<file path="config.mk">
export PLATFORM = sky130hd
export DESIGN_NAME = grid_box_decode_argmax_flat
export DESIGN_NICKNAME = d
export VERILOG_FILES = /design/src/hw/rtl/gbd_pkg.sv /design/src/hw/rtl/gbd_if.sv /design/src/hw/rtl/gbd_queue.sv /design/src/hw/rtl/gbd_front.sv /design/src/hw/rtl/gbd_back.sv /design/src/hw/rtl/grid_box_decode_argmax.sv /design/src/flat_wrapper.sv
export VERILOG_INCLUDE_DIRS = /design/src /design/src/hw/rtl
export SDC_FILE = /design/constraint.sdc
export NUM_CORES = 1
export LEC_CHECK = 0
export BUFFER_PORTS_ARGS = -buffer_cell sky130_fd_sc_hd__buf_2
export CORE_MARGIN = 3
export CORE_UTILIZATION = 35
export CTS_BUF_LIST = sky130_fd_sc_hd__clkbuf_4
export DETAILED_ROUTE_END_ITERATION = 7
export PLACE_DENSITY_LB_ADDON = 0.1
export SYNTH_ARGS = -nofsm -noshare
export SYNTH_HDL_FRONTEND = slang
export SYNTH_SLANG_ARGS = --single-unit
</file>
<file path="constraint.sdc">
create_clock -name clk -period 13.45 [get_ports clk]
set_clock_uncertainty 0.1 [all_clocks]
set_input_delay 1.345 -clock clk [delete_from_list [all_inputs] [get_ports clk]]
set_output_delay 1.345 -clock clk [all_outputs]
set_load 0.1 [all_outputs]
</file>
<file path="src/hw/rtl/grid_box_decode_argmax_macros.svh">
// assertion macros for the box decode block
`ifndef GRID_BOX_DECODE_ARGMAX_MACROS_SVH
`define GRID_BOX_DECODE_ARGMAX_MACROS_SVH

// same-cycle implication
`define GBD_ASSERT_NOW(lbl, ante, cons, msg) \
  lbl: assert property (@(posedge clk) disable iff (rst) (ante) |-> (cons)) \
    else $error(msg);

// next-cycle implication
`define GBD_ASSERT_NEXT(lbl, ante, cons, msg) \
  lbl: assert property (@(posedge clk) disable iff (rst) (ante) |=> (cons)) \
    else $error(msg);

`endif

</file>
<file path="src/hw/rtl/gbd_pkg.sv">
`timescale 1ns / 1ps
package gbd_pkg;

  localparam int LOGIT_W = 16;
  localparam int FRAC_W  = 8;
  localparam int CLASS_W = 7;
  localparam int CELL_W  = 7;
  localparam int LEVEL_W = 2;
  localparam int BOX_W   = 18;
  localparam int SCORE_W = 8;
  localparam int DIST_W  = LOGIT_W + 3;

  localparam int CLASS_COUNT = 80;
  localparam int GRID_MAX    = 128;
  localparam int BOX_MAX     = 131071;
  localparam int BOX_MIN     = -131072;
  localparam int SCORE_BIAS  = 128;
  localparam int SCORE_MAX   = 255;

  localparam int QUEUE_DEPTH = 2;
  localparam int QPTR_W      = (QUEUE_DEPTH > 1) ? $clog2(QUEUE_DEPTH) : 1;
  localparam int QCNT_W      = $clog2(QUEUE_DEPTH + 1);

  typedef logic signed [LOGIT_W-1:0] logit_t;
  typedef logic [CLASS_W-1:0]        class_t;
  typedef logic [CELL_W-1:0]         cell_t;
  typedef logic [LEVEL_W-1:0]        level_t;
  typedef logic signed [BOX_W-1:0]   box_t;
  typedef logic [SCORE_W-1:0]        score_t;

  localparam level_t LEVEL_S8  = 2'd0;
  localparam level_t LEVEL_S16 = 2'd1;

  localparam logit_t THRESH_RESET = -16'sd281;

  // closed cell that passed the threshold
  typedef struct packed {
    logit_t best_logit;
    class_t best_index;
    cell_t  cell_x;
    cell_t  cell_y;
    level_t level;
    logit_t dist_left;
    logit_t dist_top;
    logit_t dist_right;
    logit_t dist_bottom;
  } close_t;

  typedef struct packed {
    logic full;
    logic empty;
  } q_stat_t;

  typedef logic [255:0][SCORE_W-1:0] sig_tab_t;

  localparam logic [63:0] Q30_ONE = 64'd1 << 30;

  // sigmoid by euler steps in q30, evaluated at elaboration
  function automatic sig_tab_t build_sig();
    sig_tab_t    tab;
    logic [63:0] s;
    logic [63:0] v;
    int          steps;
    tab = '0;
    s   = Q30_ONE >> 1;
    for (int k = 0; k < 128; k++) begin
      steps = (k == 0) ? 32 : 64;
      for (int n = 0; n < steps; n++) begin
        s = s + ((s * (Q30_ONE - s)) >> 40);
      end
      v = (64'd255 * s + (Q30_ONE >> 1)) >> 30;
      if (v > 64'd255) begin
        v = 64'd255;
      end
      tab[128 + k] = v[7:0];
      tab[127 - k] = 8'd255 - v[7:0];
    end
    return tab;
  endfunction

  localparam sig_tab_t SIG_TABLE = build_sig();

endpackage

</file>
<file path="src/hw/rtl/gbd_if.sv">
`timescale 1ns / 1ps
interface gbd_item_if ();
  import gbd_pkg::*;
  logic   valid;
  logic   ready;
  logit_t class_logit;
  logic   last_class;
  cell_t  cell_x;
  cell_t  cell_y;
  level_t level;
  logit_t dist_left;
  logit_t dist_top;
  logit_t dist_right;
  logit_t dist_bottom;
  modport source (output valid, class_logit, last_class, cell_x, cell_y, level,
                  dist_left, dist_top, dist_right, dist_bottom, input ready);
  modport sink (input valid, class_logit, last_class, cell_x, cell_y, level,
                dist_left, dist_top, dist_right, dist_bottom, output ready);
endinterface

interface gbd_result_if ();
  import gbd_pkg::*;
  logic   valid;
  logic   ready;
  box_t   box_left;
  box_t   box_top;
  box_t   box_right;
  box_t   box_bottom;
  class_t class_idx;
  score_t score;
  modport source (output valid, box_left, box_top, box_right, box_bottom, class_idx,
                  score, input ready);
  modport sink (input valid, box_left, box_top, box_right, box_bottom, class_idx,
                score, output ready);
endinterface

interface gbd_cfg_if ();
  import gbd_pkg::*;
  logic   valid;
  logic   ready;
  logit_t data;
  modport source (output valid, data, input ready);
  modport sink (input valid, data, output ready);
endinterface

</file>
<file path="src/hw/rtl/gbd_queue.sv">
`timescale 1ns / 1ps
module gbd_queue (
  input  logic              clk,
  input  logic              rst,
  input  logic              push_valid,
  output logic              push_ready,
  input  gbd_pkg::close_t   push_data,
  output logic              pop_valid,
  input  logic              pop_ready,
  output gbd_pkg::close_t   pop_data,
  output gbd_pkg::q_stat_t  stat
);
  import gbd_pkg::*;

  close_t             mem [QUEUE_DEPTH];
  logic [QPTR_W-1:0]  wr_ptr;
  logic [QPTR_W-1:0]  rd_ptr;
  logic [QCNT_W-1:0]  count;
  logic               push_fire;
  logic               pop_fire;

  assign push_ready = (count != QCNT_W'(QUEUE_DEPTH));
  assign pop_valid  = (count != '0);
  assign pop_data   = mem[rd_ptr];
  assign push_fire  = push_valid && push_ready;
  assign pop_fire   = pop_valid && pop_ready;
  assign stat.full  = !push_ready;
  assign stat.empty = !pop_valid;

  function automatic logic [QPTR_W-1:0] wrap_inc(input logic [QPTR_W-1:0] p);
    return (p == QPTR_W'(QUEUE_DEPTH - 1)) ? '0 : p + 1'b1;
  endfunction

  always_ff @(posedge clk) begin
    if (push_fire) begin
      mem[wr_ptr] <= push_data;
    end
  end

  always_ff @(posedge clk) begin
    if (rst) begin
      wr_ptr <= '0;
      rd_ptr <= '0;
      count  <= '0;
    end else begin
      if (push_fire) begin
        wr_ptr <= wrap_inc(wr_ptr);
      end
      if (pop_fire) begin
        rd_ptr <= wrap_inc(rd_ptr);
      end
      if (push_fire && !pop_fire) begin
        count <= count + 1'b1;
      end else if (pop_fire && !push_fire) begin
        count <= count - 1'b1;
      end
    end
  end

endmodule

</file>
<file path="src/hw/rtl/gbd_front.sv">
`timescale 1ns / 1ps
module gbd_front (
  input  logic             clk,
  input  logic             rst,
  gbd_item_if.sink         items,
  input  gbd_pkg::logit_t  threshold,
  output logic             push_valid,
  input  logic             push_ready,
  output gbd_pkg::close_t  push_data
);
  import gbd_pkg::*;

  logit_t best_logit;
  class_t best_index;
  class_t class_counter;
  logit_t best_logit_next;
  class_t best_index_next;
  logic   take;
  logic   accept;

  assign items.ready = push_ready;
  assign accept      = items.valid && items.ready;

  always_comb begin
    take = (class_counter == '0) ||
           (({1'b0, class_counter} < (CLASS_W + 1)'(CLASS_COUNT)) &&
            (items.class_logit > best_logit));
    best_logit_next = take ? items.class_logit : best_logit;
    best_index_next = take ? class_counter : best_index;
  end

  assign push_valid = items.valid && items.last_class && (best_logit_next >= threshold);

  always_comb begin
    push_data.best_logit  = best_logit_next;
    push_data.best_index  = best_index_next;
    push_data.cell_x      = items.cell_x;
    push_data.cell_y      = items.cell_y;
    push_data.level       = items.level;
    push_data.dist_left   = items.dist_left;
    push_data.dist_top    = items.dist_top;
    push_data.dist_right  = items.dist_right;
    push_data.dist_bottom = items.dist_bottom;
  end

  always_ff @(posedge clk) begin
    if (rst) begin
      best_logit    <= '0;
      best_index    <= '0;
      class_counter <= '0;
    end else if (accept) begin
      if (items.last_class) begin
        best_logit    <= '0;
        best_index    <= '0;
        class_counter <= '0;
      end else begin
        best_logit <= best_logit_next;
        best_index <= best_index_next;
        if (class_counter != '1) begin
          class_counter <= class_counter + 1'b1;
        end
      end
    end
  end

endmodule

</file>
<file path="src/hw/rtl/gbd_back.sv">
`timescale 1ns / 1ps
module gbd_back (
  input  logic             clk,
  input  logic             rst,
  input  logic             pop_valid,
  output logic             pop_ready,
  input  gbd_pkg::close_t  pop_data,
  gbd_result_if.source     results
);
  import gbd_pkg::*;

  typedef logic signed [DIST_W-1:0] dist_t;

  logic   out_valid;
  box_t   box_left;
  box_t   box_top;
  box_t   box_right;
  box_t   box_bottom;
  class_t class_idx;
  score_t score;

  box_t   left_next;
  box_t   top_next;
  box_t   right_next;
  box_t   bottom_next;
  score_t score_next;
  cell_t  cx;
  cell_t  cy;
  dist_t  ctr_x;
  dist_t  ctr_y;
  logic signed [LOGIT_W-5:0] logit_hi;
  logic signed [LOGIT_W-4:0] sidx;
  logic   pop_fire;

  function automatic cell_t clamp_cell(input cell_t c);
    return ({1'b0, c} >= (CELL_W + 1)'(GRID_MAX)) ? CELL_W'(GRID_MAX - 1) : c;
  endfunction

  // d * stride / 16, floored, then saturated
  function automatic box_t edge_q4(input dist_t d, input level_t lvl);
    logic signed [DIST_W:0] x;
    x = (DIST_W + 1)'(d);
    unique case (lvl)
      LEVEL_S8:  x = x >>> 1;
      LEVEL_S16: x = x;
      default:   x = x <<< 1;
    endcase
    if (x > (DIST_W + 1)'(BOX_MAX)) begin
      return BOX_W'(BOX_MAX);
    end else if (x < (DIST_W + 1)'(BOX_MIN)) begin
      return BOX_W'(BOX_MIN);
    end
    return BOX_W'(x);
  endfunction

  assign pop_ready = !out_valid || results.ready;
  assign pop_fire  = pop_valid && pop_ready;

  always_comb begin
    cx    = clamp_cell(pop_data.cell_x);
    cy    = clamp_cell(pop_data.cell_y);
    ctr_x = $signed({{(DIST_W - CELL_W - FRAC_W){1'b0}}, cx, 1'b1, {(FRAC_W - 1){1'b0}}});
    ctr_y = $signed({{(DIST_W - CELL_W - FRAC_W){1'b0}}, cy, 1'b1, {(FRAC_W - 1){1'b0}}});
    left_next   = edge_q4(ctr_x - DIST_W'(pop_data.dist_left), pop_data.level);
    top_next    = edge_q4(ctr_y - DIST_W'(pop_data.dist_top), pop_data.level);
    right_next  = edge_q4(ctr_x + DIST_W'(pop_data.dist_right), pop_data.level);
    bottom_next = edge_q4(ctr_y + DIST_W'(pop_data.dist_bottom), pop_data.level);
    logit_hi = $signed(pop_data.best_logit[LOGIT_W-1:4]);
    sidx     = (LOGIT_W - 3)'(logit_hi) + (LOGIT_W - 3)'(SCORE_BIAS);
    if (sidx < 0) begin
      score_next = SIG_TABLE[0];
    end else if (sidx > (LOGIT_W - 3)'(SCORE_MAX)) begin
      score_next = SIG_TABLE[SCORE_MAX];
    end else begin
      score_next = SIG_TABLE[sidx[7:0]];
    end
  end

  always_ff @(posedge clk) begin
    if (pop_fire) begin
      box_left   <= left_next;
      box_top    <= top_next;
      box_right  <= right_next;
      box_bottom <= bottom_next;
      class_idx  <= pop_data.best_index;
      score      <= score_next;
    end
  end

  always_ff @(posedge clk) begin
    if (rst) begin
      out_valid <= 1'b0;
    end else if (pop_fire) begin
      out_valid <= 1'b1;
    end else if (results.ready) begin
      out_valid <= 1'b0;
    end
  end

  assign results.valid      = out_valid;
  assign results.box_left   = box_left;
  assign results.box_top    = box_top;
  assign results.box_right  = box_right;
  assign results.box_bottom = box_bottom;
  assign results.class_idx  = class_idx;
  assign results.score      = score;

endmodule

</file>
<file path="src/hw/rtl/grid_box_decode_argmax.sv">
// one class word per cycle while the queue has room; argmax compare is a combinational step in the front
// a passing cell is written into the queue with its last word, then popped into the output register
// a two-cell queue and the output register decouple input and output stalls
// reset clears the argmax state, the queue, the output valid
// and loads the threshold with -281 (sigmoid 0.25)
`timescale 1ns / 1ps
`include "grid_box_decode_argmax_macros.svh"
module grid_box_decode_argmax (
  input  logic         clk,
  input  logic         rst,
  gbd_item_if.sink     items,
  gbd_result_if.source results,
  gbd_cfg_if.sink      cfg
);
  import gbd_pkg::*;

  logit_t  threshold;
  logic    push_valid;
  logic    push_ready;
  close_t  push_data;
  logic    pop_valid;
  logic    pop_ready;
  close_t  pop_data;
  q_stat_t q_stat;

  assign cfg.ready = 1'b1;

  always_ff @(posedge clk) begin
    if (rst) begin
      threshold <= THRESH_RESET;
    end else if (cfg.valid && cfg.ready) begin
      threshold <= cfg.data;
    end
  end

  gbd_front u_front (
    .clk        (clk),
    .rst        (rst),
    .items      (items),
    .threshold  (threshold),
    .push_valid (push_valid),
    .push_ready (push_ready),
    .push_data  (push_data)
  );

  gbd_queue u_queue (
    .clk        (clk),
    .rst        (rst),
    .push_valid (push_valid),
    .push_ready (push_ready),
    .push_data  (push_data),
    .pop_valid  (pop_valid),
    .pop_ready  (pop_ready),
    .pop_data   (pop_data),
    .stat       (q_stat)
  );

  gbd_back u_back (
    .clk       (clk),
    .rst       (rst),
    .pop_valid (pop_valid),
    .pop_ready (pop_ready),
    .pop_data  (pop_data),
    .results   (results)
  );

  `GBD_ASSERT_NOW(a_queue_state, 1'b1, !(q_stat.full && q_stat.empty), "queue full and empty")
  `GBD_ASSERT_NEXT(a_drain, !q_stat.empty && !results.valid, results.valid, "queued word stuck")
  `GBD_ASSERT_NOW(a_reset_clear, $past(rst), !results.valid, "result valid out of reset")

endmodule

</file>
<file path="src/flat_wrapper.sv">
// flat-port wrapper written by rule: the top's interface ports become plain ports
module grid_box_decode_argmax_flat import gbd_pkg::*;
  (clk, rst, items_valid, items_class_logit, items_last_class, items_cell_x, items_cell_y, items_level, items_dist_left, items_dist_top, items_dist_right, items_dist_bottom, items_ready, results_valid, results_box_left, results_box_top, results_box_right, results_box_bottom, results_class_idx, results_score, results_ready, cfg_valid, cfg_data, cfg_ready);
  gbd_item_if items_i ();
  gbd_result_if results_i ();
  gbd_cfg_if cfg_i ();
  input  logic clk;
  input  logic rst;
  input wire logic [$bits(items_i.valid)-1:0] items_valid;
  input wire logic [$bits(items_i.class_logit)-1:0] items_class_logit;
  input wire logic [$bits(items_i.last_class)-1:0] items_last_class;
  input wire logic [$bits(items_i.cell_x)-1:0] items_cell_x;
  input wire logic [$bits(items_i.cell_y)-1:0] items_cell_y;
  input wire logic [$bits(items_i.level)-1:0] items_level;
  input wire logic [$bits(items_i.dist_left)-1:0] items_dist_left;
  input wire logic [$bits(items_i.dist_top)-1:0] items_dist_top;
  input wire logic [$bits(items_i.dist_right)-1:0] items_dist_right;
  input wire logic [$bits(items_i.dist_bottom)-1:0] items_dist_bottom;
  output wire logic [$bits(items_i.ready)-1:0] items_ready;
  output wire logic [$bits(results_i.valid)-1:0] results_valid;
  output wire logic [$bits(results_i.box_left)-1:0] results_box_left;
  output wire logic [$bits(results_i.box_top)-1:0] results_box_top;
  output wire logic [$bits(results_i.box_right)-1:0] results_box_right;
  output wire logic [$bits(results_i.box_bottom)-1:0] results_box_bottom;
  output wire logic [$bits(results_i.class_idx)-1:0] results_class_idx;
  output wire logic [$bits(results_i.score)-1:0] results_score;
  input wire logic [$bits(results_i.ready)-1:0] results_ready;
  input wire logic [$bits(cfg_i.valid)-1:0] cfg_valid;
  input wire logic [$bits(cfg_i.data)-1:0] cfg_data;
  output wire logic [$bits(cfg_i.ready)-1:0] cfg_ready;
  assign items_i.valid = items_valid;
  assign items_i.class_logit = items_class_logit;
  assign items_i.last_class = items_last_class;
  assign items_i.cell_x = items_cell_x;
  assign items_i.cell_y = items_cell_y;
  assign items_i.level = items_level;
  assign items_i.dist_left = items_dist_left;
  assign items_i.dist_top = items_dist_top;
  assign items_i.dist_right = items_dist_right;
  assign items_i.dist_bottom = items_dist_bottom;
  assign items_ready = items_i.ready;
  assign results_valid = results_i.valid;
  assign results_box_left = results_i.box_left;
  assign results_box_top = results_i.box_top;
  assign results_box_right = results_i.box_right;
  assign results_box_bottom = results_i.box_bottom;
  assign results_class_idx = results_i.class_idx;
  assign results_score = results_i.score;
  assign results_i.ready = results_ready;
  assign cfg_i.valid = cfg_valid;
  assign cfg_i.data = cfg_data;
  assign cfg_ready = cfg_i.ready;
  grid_box_decode_argmax u_core (.clk(clk), .rst(rst), .items(items_i), .results(results_i), .cfg(cfg_i));
endmodule
</file>
==> results of run 1 <==
[worst paths after layout]
check	startpoint	to	cells past startpoint
max	items_class_logit[15]	u_core.u_queue.mem[0][60]$_DFFE_PP_	18
min	u_core.u_front.best_index[6]$_SDFFE_PP0P_	u_core.u_front.best_index[6]$_SDFFE_PP0P_	1
max reg2reg	u_core.u_front.best_logit[15]$_SDFFE_PP0P_	u_core.u_queue.mem[0][60]$_DFFE_PP_	18
min reg2reg	u_core.u_front.best_index[6]$_SDFFE_PP0P_	u_core.u_front.best_index[6]$_SDFFE_PP0P_	1
[flip-flops by register name (all words and copies together), names as in the netlist, 8 cells and up, named ones only]
register and cells:
u_core.threshold 16, u_core.u_back.results.score 8, u_core.u_back.results.box_top 18, u_core.u_back.results.box_bottom 18
u_core.u_back.results.box_left 18, u_core.u_back.results.box_right 18, u_core.u_queue.mem 198, u_core.u_front.best_logit 16
[cell families (layout without fill, tap and decap cells)]
family	count (synthesis)	in the layout	share of synthesized area
AOI/OAI and AO/OA	399	399	0.151
xor gates and xnor gates	43	43	0.0223
adders and majority gates	80	80	0.0589
buffers and inverters	132	445	0.0334
DFF	337	337	0.557
muxes	124	124	0.0767
other	1	7	0.000217
and+or+nand+nor	378	378	0.101
[layout make-up]
class	instances	area share
multi-input cells	1025	0.355
flip-flops and latches	337	0.477
clock inverters	33	0.00951
well taps	656	0.0408
inverters	58	0.0109
clock buffers	131	0.0489
repair buffers	223	0.0576
diodes	6	0.000746
[worst max-delay path: cells and delay by family]
family	cells	cell delay [ns]
adder cells (fa/ha/maj)	2	0.66
AO/OA/AOI/OAI	7	1.96
AND/OR/NAND/NOR	7	1.42
buffers and inverters	2	0.78
[cell usage after synthesis, types with 4 or more instances]
cell type	instances	share of area
nor2_1	105	0.023
buf_1	10	0.0022
o21ai_0	51	0.015
mux2_1	5	0.0033
xnor2_1	33	0.017
nor3_1	21	0.0061
or3_1	12	0.0044
a21oi_1	117	0.034
o21ai_1	31	0.0090
edfxtp_1	285	0.50
buf_6	4	0.0026
a31oi_1	12	0.0044
a2111oi_0	4	0.0020
a21boi_0	4	0.0017
nand4_1	6	0.0022
xor2_1	9	0.0046
inv_1	55	0.012
a22oi_1	9	0.0039
or4b_1	5	0.0029
a211oi_1	20	0.0087
a311oi_1	8	0.0041
mux2_2	52	0.034
nand2_1	164	0.036
mux2i_1	64	0.037
buf_4	6	0.0026
a21o_1	17	0.0074
and3_1	8	0.0029
o21a_1	12	0.0052
clkbuf_1	31	0.0067
a211o_1	4	0.0020
nor2b_1	4	0.0015
buf_2	23	0.0067
nand2b_1	12	0.0044
a221oi_1	6	0.0030
o221ai_1	10	0.0051
nand3_1	10	0.0029
and2_1	6	0.0022
a22o_1	27	0.014
dfxtp_1	52	0.060
o211ai_1	32	0.014
ha_1	78	0.057
o22ai_1	4	0.0015
[report_power, final]
group	internal [µW]	switching, µW	total [µW]	leakage, µW
clock network	488	436	924	0.000702
logic	637	1830	2460	0.00389
registers	1410	90.7	1500	0.00306
[through the flow]
step	setup slack [ns]	power (µW)	hold slack, ns	area, µm²
2_1_floorplan	0.759	3500	0.342	17200
3_3_place_gp	6.80	3990	0.354	18900
3_5_place_dp	6.57	4000	0.361	18900
4_1_cts	7.48	4950	0.376	20100
5_1_grt	7.14	5200	0.397	20100
6_report	7.48	4890	0.372	20100
[layer usage]
| metal | GRT usage | up-vias |
|---|---|---|
| met5 | 0 | - |
| met2 | 0.289 | 362 |
| met1 | 0.225 | 6027 |
| li1 | - | 6184 |
| met4 | 0.0554 | 8 |
| met3 | 0.0469 | 79 |
[layout by cell type, fill, tap and decap left out, drive strengths merged, types with 6 or more instances in the layout]
cell type / n
a311oi: 8
a211oi: 20
mux2: 57
nor3: 21
nand3: 10
nand2b: 12
o21ai: 82
nor2: 105
and3: 9
ha: 78
o211ai: 32
edfxtp: 285
or3: 12
clkinv: 29
nand2: 164
a31oi: 12
a22o: 27
a21o: 17
nand4: 6
buf: 223
diode: 6
and2: 6
mux2i: 67
o21a: 12
inv: 59
a22oi: 10
dfxtp: 52
o221ai: 10
a221oi: 6
a21oi: 118
xnor2: 34
xor2: 9
clkbuf: 131
==> flow_summary.rst, run 1 <==
.. list-table::
   :header-rows: 1

   * - Metric
     - Value
   * - Outcome
     - completed
   * - FF+latch area
     - approximately 9600 µm²
   * - Worst hold path class
     - reg2reg
   * - CP Data Arrival Time
     - roughly 6.2 ns
   * - Initial antenna violation count
     - 9
   * - Skew-Pair Late Insertion Delay
     - just over 0.8 ns
   * - GRT Util Overall
     - 0.175
   * - Via count of the first global-routing pass
     - around 13k
   * - Total I/O pin count
     - 208
   * - Setup repair after global routing missed its margin
     - false
   * - Number of port buffers
     - just over 200
   * - Reg clk slew, reported paths
     - 0.06 ns
   * - Classification of the worst setup path
     - in2reg
   * - Reg-to-reg setup timing slack
     - 7.77 ns
   * - Placed instance count
     - 2299
   * - Dominant register cell in the synthesized netlist
     - edfxtp_1
   * - Post-route minimum period
     - 5.97 ns
   * - Width of the chip
     - 228 µm
   * - DR pass1 iterations
     - 5
   * - Final count of negative-setup-slack endpoints
     - 0
   * - Routed vias/inst
     - 5.13
   * - MaxCap Viol Count
     - 0
   * - Area occupied by multi-input gates
     - roughly 7000 µm²
   * - Max Clock Freq
     - around 170 MHz
   * - Sum of met2 wire segment lengths after detailed routing
     - 22.0 mm
   * - Standby leakage power
     - around 0.0077 µW
   * - Setup_tns
     - 0 ns
   * - Maximum net fanout on the critical path
     - 58
   * - Std-Cell Core Area
     - about 48000 µm²
   * - Final routed DRC violation total
     - 0
   * - Hold Vio Cnt, Final
     - 0
   * - Sequential fraction of the synthesis area
     - 0.557
   * - Slew Limit Fails
     - 0
   * - Number of distinct library cells after synthesis
     - between 80 and 90
   * - Routed length on met3
     - about 2.9 mm
   * - Number of flip-flops and latches in the synthesized netlist
     - roughly 340
   * - TritonCTS clock tree
     - yes
   * - Kind of end point of the critical path
     - flip-flop
   * - Max clock buf depth
     - 3
   * - Number of clock sinks
     - 337
   * - Final worst path period share
     - 0.444
   * - Data required time at the worst endpoint
     - ~14 ns
   * - Highest cell delay on the worst timing path
     - around 0.68 ns
   * - Worst-margin pin slew
     - between 0.9 and 1 ns
   * - Post-CTS sizing
     - 0
   * - Number of enable-type register cells in the synthesized netlist
     - between 200 and 300
   * - Post-CTS Setup Repair Bufs
     - 0
   * - Starting utilization of the core area
     - 0.357
   * - Post-Syn Instances
     - ~1.5k
   * - Top sig layer
     - met5
   * - Total nets after synthesis
     - approximately 1.7k
   * - Antenna-violating nets left
     - 0
   * - Number of rows in the core area
     - 80
   * - Slowest cell on crit path
     - a31o_2
   * - Async set-reset flop share out of synthesis
     - 0
   * - Number of warnings issued by yosys
     - 0
   * - Wire length on met1
     - just over 20 mm
   * - Synthesized area
     - 17200 µm²
   * - Pin count of the biggest net entering global routing
     - between 60 and 70
   * - Placer's final routability congestion estimate
     - slightly below 0.9
   * - Height of the chip
     - ~230 µm
   * - Die area
     - 52000 µm²
   * - Relative slew slack
     - 0.364
   * - Pwr Density
     - 243 nW/µm²
   * - H-tree levels
     - 3
   * - Total global routing overflow
     - 0
   * - Final #Nets
     - 1936
   * - Average instance area after synthesis
     - approximately 12 µm²
   * - Kind of launch point of the worst setup path
     - primary input
   * - Wire length of the first global-routing pass
     - around 72 mm
   * - Worst-case vdd ir drop
     - between 0.0001 and 0.00015 V
   * - CTS buffer count
     - 93
   * - HPWL reported at the end of detailed placement
     - between 30 and 40 mm
   * - Cell chain of the critical path
     - buf_2, ha_1, nand2_1, nor4_1, a21boi_1, or4_4, a31o_2, nand2_1, o21ai_1, ha_1, a21o_1, a21o_1, a21oi_1, or2_2, nand4b_1, and2_1, a211oi_4, buf_4
   * - Violation count after the first detailed-routing iteration
     - 831
   * - Number of fillers in the final layout
     - a little under 5k
   * - Detail-routed net length per standard cell
     - about 19 µm
   * - Non-filler cells, final
     - 2469
   * - Fin util
     - 0.417
   * - Area growth from synthesis to layout
     - 16.7%
   * - Vias
     - between 10k and 15k
   * - Hold bufs inserted after CTS
     - 0
   * - Share of cells above drive strength 1
     - 0.247
   * - Clock root buffer
     - clkbuf_4
   * - Final WL
     - 46.0 mm
No activity file was read; power rests on OpenSTA's default activity.
==> run 2, diff against run 1 <==
--- a/config.mk
+++ b/config.mk
@@ -6,6 +6,7 @@
 export SDC_FILE = /design/constraint.sdc
 export NUM_CORES = 1
 export LEC_CHECK = 0
+export ABC_AREA = 1
 export BUFFER_PORTS_ARGS = -buffer_cell sky130_fd_sc_hd__buf_2
 export CORE_MARGIN = 3
 export CORE_UTILIZATION = 35
==> constraint.sdc (replaced) <==
create_clock -name clk -period 5.68 [get_ports clk]
set_clock_uncertainty 0.1 [all_clocks]
set_input_delay 0.568 -clock clk [delete_from_list [all_inputs] [get_ports clk]]
set_output_delay 0.568 -clock clk [all_outputs]
set_load 0.1 [all_outputs]
==> run 2 against run 1 <==
Net effect:
- area after synthesis fell by 0.10%
- cell count up 18%
- die area decreased by 0.10%
- clock-buffer cell count increased by 15
- largest power group unchanged
==> flow_summary.rst, run 2 <==
.. list-table::
   :header-rows: 1

   * - Metric
     - Value
   * - Data required time at the worst endpoint
     - 5.99 ns (was 13.73 ns)
   * - GRT Util Overall
     - 0.194 (was 0.175)
   * - Starting utilization of the core area
     - 0.358 (was 0.357)
   * - Kind of end point of the critical path
     - flip-flop (unchanged)
   * - Final WL
     - 51.1 mm (was 46.0 mm)
   * - MaxCap Viol Count
     - 0 (unchanged)
   * - Sequential fraction of the synthesis area
     - 0.557 (about the same)
   * - Pin count of the biggest net entering global routing
     - 77 (was 66)
   * - Pre-CTS worst setup slack
     - 0.768 ns (was 6.57 ns)
   * - Area share of the largest cell type after synthesis
     - 0.497 (was 0.496)
   * - Total global routing overflow
     - 0 (unchanged)
   * - Height of the chip
     - 228 µm (about the same)
   * - Max Clock Freq
     - between 200 and 250 MHz
   * - Outcome
     - completed (unchanged)
   * - Final routed DRC violation total
     - 0 (unchanged)
   * - Skew-Pair Late Insertion Delay
     - 0.81 ns (about the same)
   * - Dominant register cell in the synthesized netlist
     - edfxtp_1 (unchanged)
   * - Std-Cell Core Area
     - 48100 µm² (was 48200 µm²)
   * - Combinational fraction of design power
     - 0.551 (was 0.503)
   * - Standby leakage power
     - 0.00899 µW (was 0.00765 µW)
   * - Worst hold path class
     - in2reg (was reg2reg)
   * - Leading cell type in the layout, fill and taps excluded
     - nand2_1 (was edfxtp_1)
   * - Number of port buffers
     - 206 (unchanged)
   * - Final #Nets
     - 2377 (was 1936)
   * - Max clock buf depth
     - 3 (unchanged)
   * - Post-route minimum period
     - ~4.7 ns
   * - Async set-reset flop share out of synthesis
     - 0 (unchanged)
   * - Switching component of the power
     - 6950 µW (was 2350 µW)
   * - H-tree levels
     - 3 (unchanged)
   * - Number of flip-flops and latches in the synthesized netlist
     - 337 (unchanged)
   * - Relative slew slack
     - 0.303 (was 0.364)
   * - Setup repair after global routing missed its margin
     - false (unchanged)
   * - Number of warnings issued by yosys
     - 0 (unchanged)
   * - Routed vias/inst
     - 4.84 (was 5.13)
   * - Area growth from synthesis to layout
     - 23.0% (was 16.7%)
   * - Top post-synthesis cells by count
     - nand2_1 (479), edfxtp_1 (285), inv_1 (177), a21oi_1 (138), nand3_1 (103) (was edfxtp_1 (285), nand2_1 (164), a21oi_1 (117), nor2_1 (105), ha_1 (78))
   * - Classification of the worst setup path
     - in2reg (unchanged)
   * - Slew Limit Fails
     - 0 (unchanged)
   * - Highest-count cells in the layout ignoring fill and taps
     - nand2_1 (479), edfxtp_1 (285), buf_2 (206) (was edfxtp_1 (285), buf_2 (206), nand2_1 (164))
   * - Post-Syn Instances
     - 1821 (was 1494)
   * - Number of enable-type register cells in the synthesized netlist
     - 285 (unchanged)
   * - Final worst path period share
     - 0.827
   * - Final count of negative-setup-slack endpoints
     - 0 (unchanged)
   * - Part of the power in the clock network
     - 0.170 (was 0.189)
   * - Width of the chip
     - 228 µm (about the same)
   * - Post-CTS Setup Repair Bufs
     - 0 (unchanged)
   * - Cell internal pwr
     - 6290 µW (was 2540 µW)
   * - Placer's final routability congestion estimate
     - 0.889 (was 0.877)
   * - DR pass1 iterations
     - 5 (unchanged)
   * - Detail-routed net length per standard cell
     - 17.6 µm (was 18.6 µm)
   * - Total nets after synthesis
     - 2019 (was 1692)
   * - Pwr Density
     - 624 nW/µm² (was 243 nW/µm²)
   * - TritonCTS clock tree
     - yes (unchanged)
   * - Violation count after the first detailed-routing iteration
     - 1008 (was 831)
   * - Wire length of the first global-routing pass
     - 78.9 mm (was 71.7 mm)
   * - Clock root buffer
     - clkbuf_4 (unchanged)
   * - CTS buffer count
     - 95 (was 93)
   * - Number of fillers in the final layout
     - 4790 (was 4806)
   * - Die area
     - 51900 µm² (was 52000 µm²)
   * - Flip-flop count of the largest register, all copies and words added
     - 198 (unchanged)
   * - Worst-margin pin slew
     - 1.04 ns (was 0.954 ns)
   * - Kind of launch point of the worst setup path
     - primary input (unchanged)
   * - Total I/O pin count
     - 208 (unchanged)
   * - Share of cells above drive strength 1
     - 0.195 (was 0.247)
   * - Top-count cell post-synth
     - nand2_1 (was edfxtp_1)
   * - Fin util
     - 0.440 (was 0.417)
   * - Worst-case vdd ir drop
     - 0.000493 V (was 0.000137 V)
   * - Average instance area after synthesis
     - 9.46 µm² (was 11.5 µm²)
   * - Reg with most FFs
     - u_core.u_queue.mem (unchanged)
   * - Synthesized area
     - 17200 µm² (about the same)
   * - Part of the total power dissipated in sequential elements
     - 0.280 (was 0.308)
   * - Number of rows in the core area
     - 80 (unchanged)
   * - Via count of the first global-routing pass
     - 13.7k (was 12.5k)
   * - CP Data Arrival Time
     - 5.01 ns (was 6.24 ns)
   * - Switch share
     - 0.525 (was 0.481)
   * - HPWL reported at the end of detailed placement
     - 35.4 mm (was 32.5 mm)
   * - Vias
     - 14.1k (was 12.7k)
   * - Maximum net fanout on the critical path
     - 34 (was 58)
   * - Reg clk slew, reported paths
     - 0.05 ns (was 0.06 ns)
   * - Dominant cell type by area after synthesis
     - edfxtp_1 (unchanged)
   * - Initial antenna violation count
     - 1 (was 9)
   * - Cell types occupying the most area after synthesis
     - edfxtp_1 (50%), nand2_1 (10%), dfxtp_1 (6.0%), ha_1 (5.7%), a21oi_1 (4.0%) (was edfxtp_1 (50%), dfxtp_1 (6.0%), ha_1 (5.7%), mux2i_1 (3.7%), nand2_1 (3.6%))
   * - PnR worst setup slack
     - 0.984 ns (was 7.48 ns)
   * - Hold Vio Cnt, Final
     - 0 (unchanged)
   * - Number of clock sinks
     - 337 (unchanged)
   * - Antenna-violating nets left
     - 0 (unchanged)
   * - Number of distinct library cells after synthesis
     - 55 (was 81)
[run 2: changes by cell type after synthesis, moves of 28 or more]
cell     delta
o22ai_1    +35
mux2_2     -52
nand3_1    +93
xnor2_1    -28
inv_1     +122
mux2i_1    -49
nand2_1   +315
[run 2: critical path: stages]
cell and delay, ns:
dlygate4sd3_1 0.55, buf_2 0.14, ha_1 0.28, nand2_1 0.06
inv_1 0.07, nand3_1 0.10, nor2_1 0.19, nand2_1 0.10
nand3_1 0.12, nand3_1 0.11, nand2_1 0.42, nand2_1 0.13
and2_1 0.19, ha_1 0.33, nand2_1 0.10, nor4_1 0.42
nand2_1 0.13, nand2_1 0.07, nand2_1 0.04, nand3_1 0.08
nand2_1 0.16, nor2_4 0.16, buf_4 0.45
[run 2: path summary, 6_finish.rpt]
check	to	startpoint	slack [ns]	cells after the start
hold / removal	u_core.u_front.best_logit[1]$_SDFFE_PP0P_	items_class_logit[1]	0.11	5
setup reg to reg	u_core.u_queue.mem[0][51]$_DFFE_PP_	u_core.u_front.best_logit[15]$_SDFFE_PP0P_	1.05	20
hold reg to reg	u_core.u_front.best_index[2]$_SDFFE_PP0P_	u_core.u_front.best_index[2]$_SDFFE_PP0P_	0.36	2
setup / recovery	u_core.u_queue.mem[0][51]$_DFFE_PP_	items_class_logit[11]	0.98	23
[run 2: what timing repair did]
action                     4_1_cts  5_1_grt
hold endpoints to repair       187        0
resized for setup                0        0
setup endpoints to repair        0        0
hold buffers                   107        0
[run 2: power by group through the flow]
stage	registers, µW	logic (µW)	clock network [µW]
after global routing	3740	7920	2490
after detailed placement	3760	7220	0
after CTS	3710	7300	2350
after global placement	3760	7210	0
after floorplan	6050	3400	0
final	3700	7290	2240
[run 2: area by class of cell]
class | instances | area, µm² | area share
flip-flops and latches | 337 | 9600 | 0.453
multi-input cells | 1229 | 6600 | 0.311
repair buffers | 326 | 2240 | 0.106
clock buffers | 146 | 1100 | 0.0517
well taps | 656 | 821 | 0.0387
inverters | 190 | 718 | 0.0339
clock inverters | 23 | 120 | 0.00567
diodes | 1 | 2.50 | 0.000118
[run 2: kinds of logic after synthesis]
logic type,after synthesis,share of synthesized area
and+or+nand+nor,775,0.191
DFF,337,0.557
AOI/OAI and AO/OA,331,0.108
buffers and inverters,255,0.0619
adders and majority gates,80,0.0590
xor gates and xnor gates,27,0.0137
muxes,15,0.00871
other,1,0.000218
[run 2: through the flow]
stage / power, µW / area (µm²) / hold slack, ns / setup TNS, ns / instances
2_1_floorplan: 9450 / 17200 / 0.326 / -131.66 / 1821
6_report: 13200 / 21200 / 0.105 / 0 / 2908
3_3_place_gp: 11000 / 18900 / 0.329 / 0 / 2631
3_5_place_dp: 11000 / 18900 / 0.339 / 0 / 2631
4_1_cts: 13400 / 21200 / 0.00364 / 0 / 2907
5_1_grt: 14200 / 21200 / 0.0527 / 0 / 2908
[run 2: routing by layer]
layer	wire length [µm]	up-vias	global-route usage
met3	2750	79	0.0427
met5	0	-	0
met4	1190	0	0.0712
met1	23700	6586	0.260
li1	-	7012	-
met2	23500	395	0.309
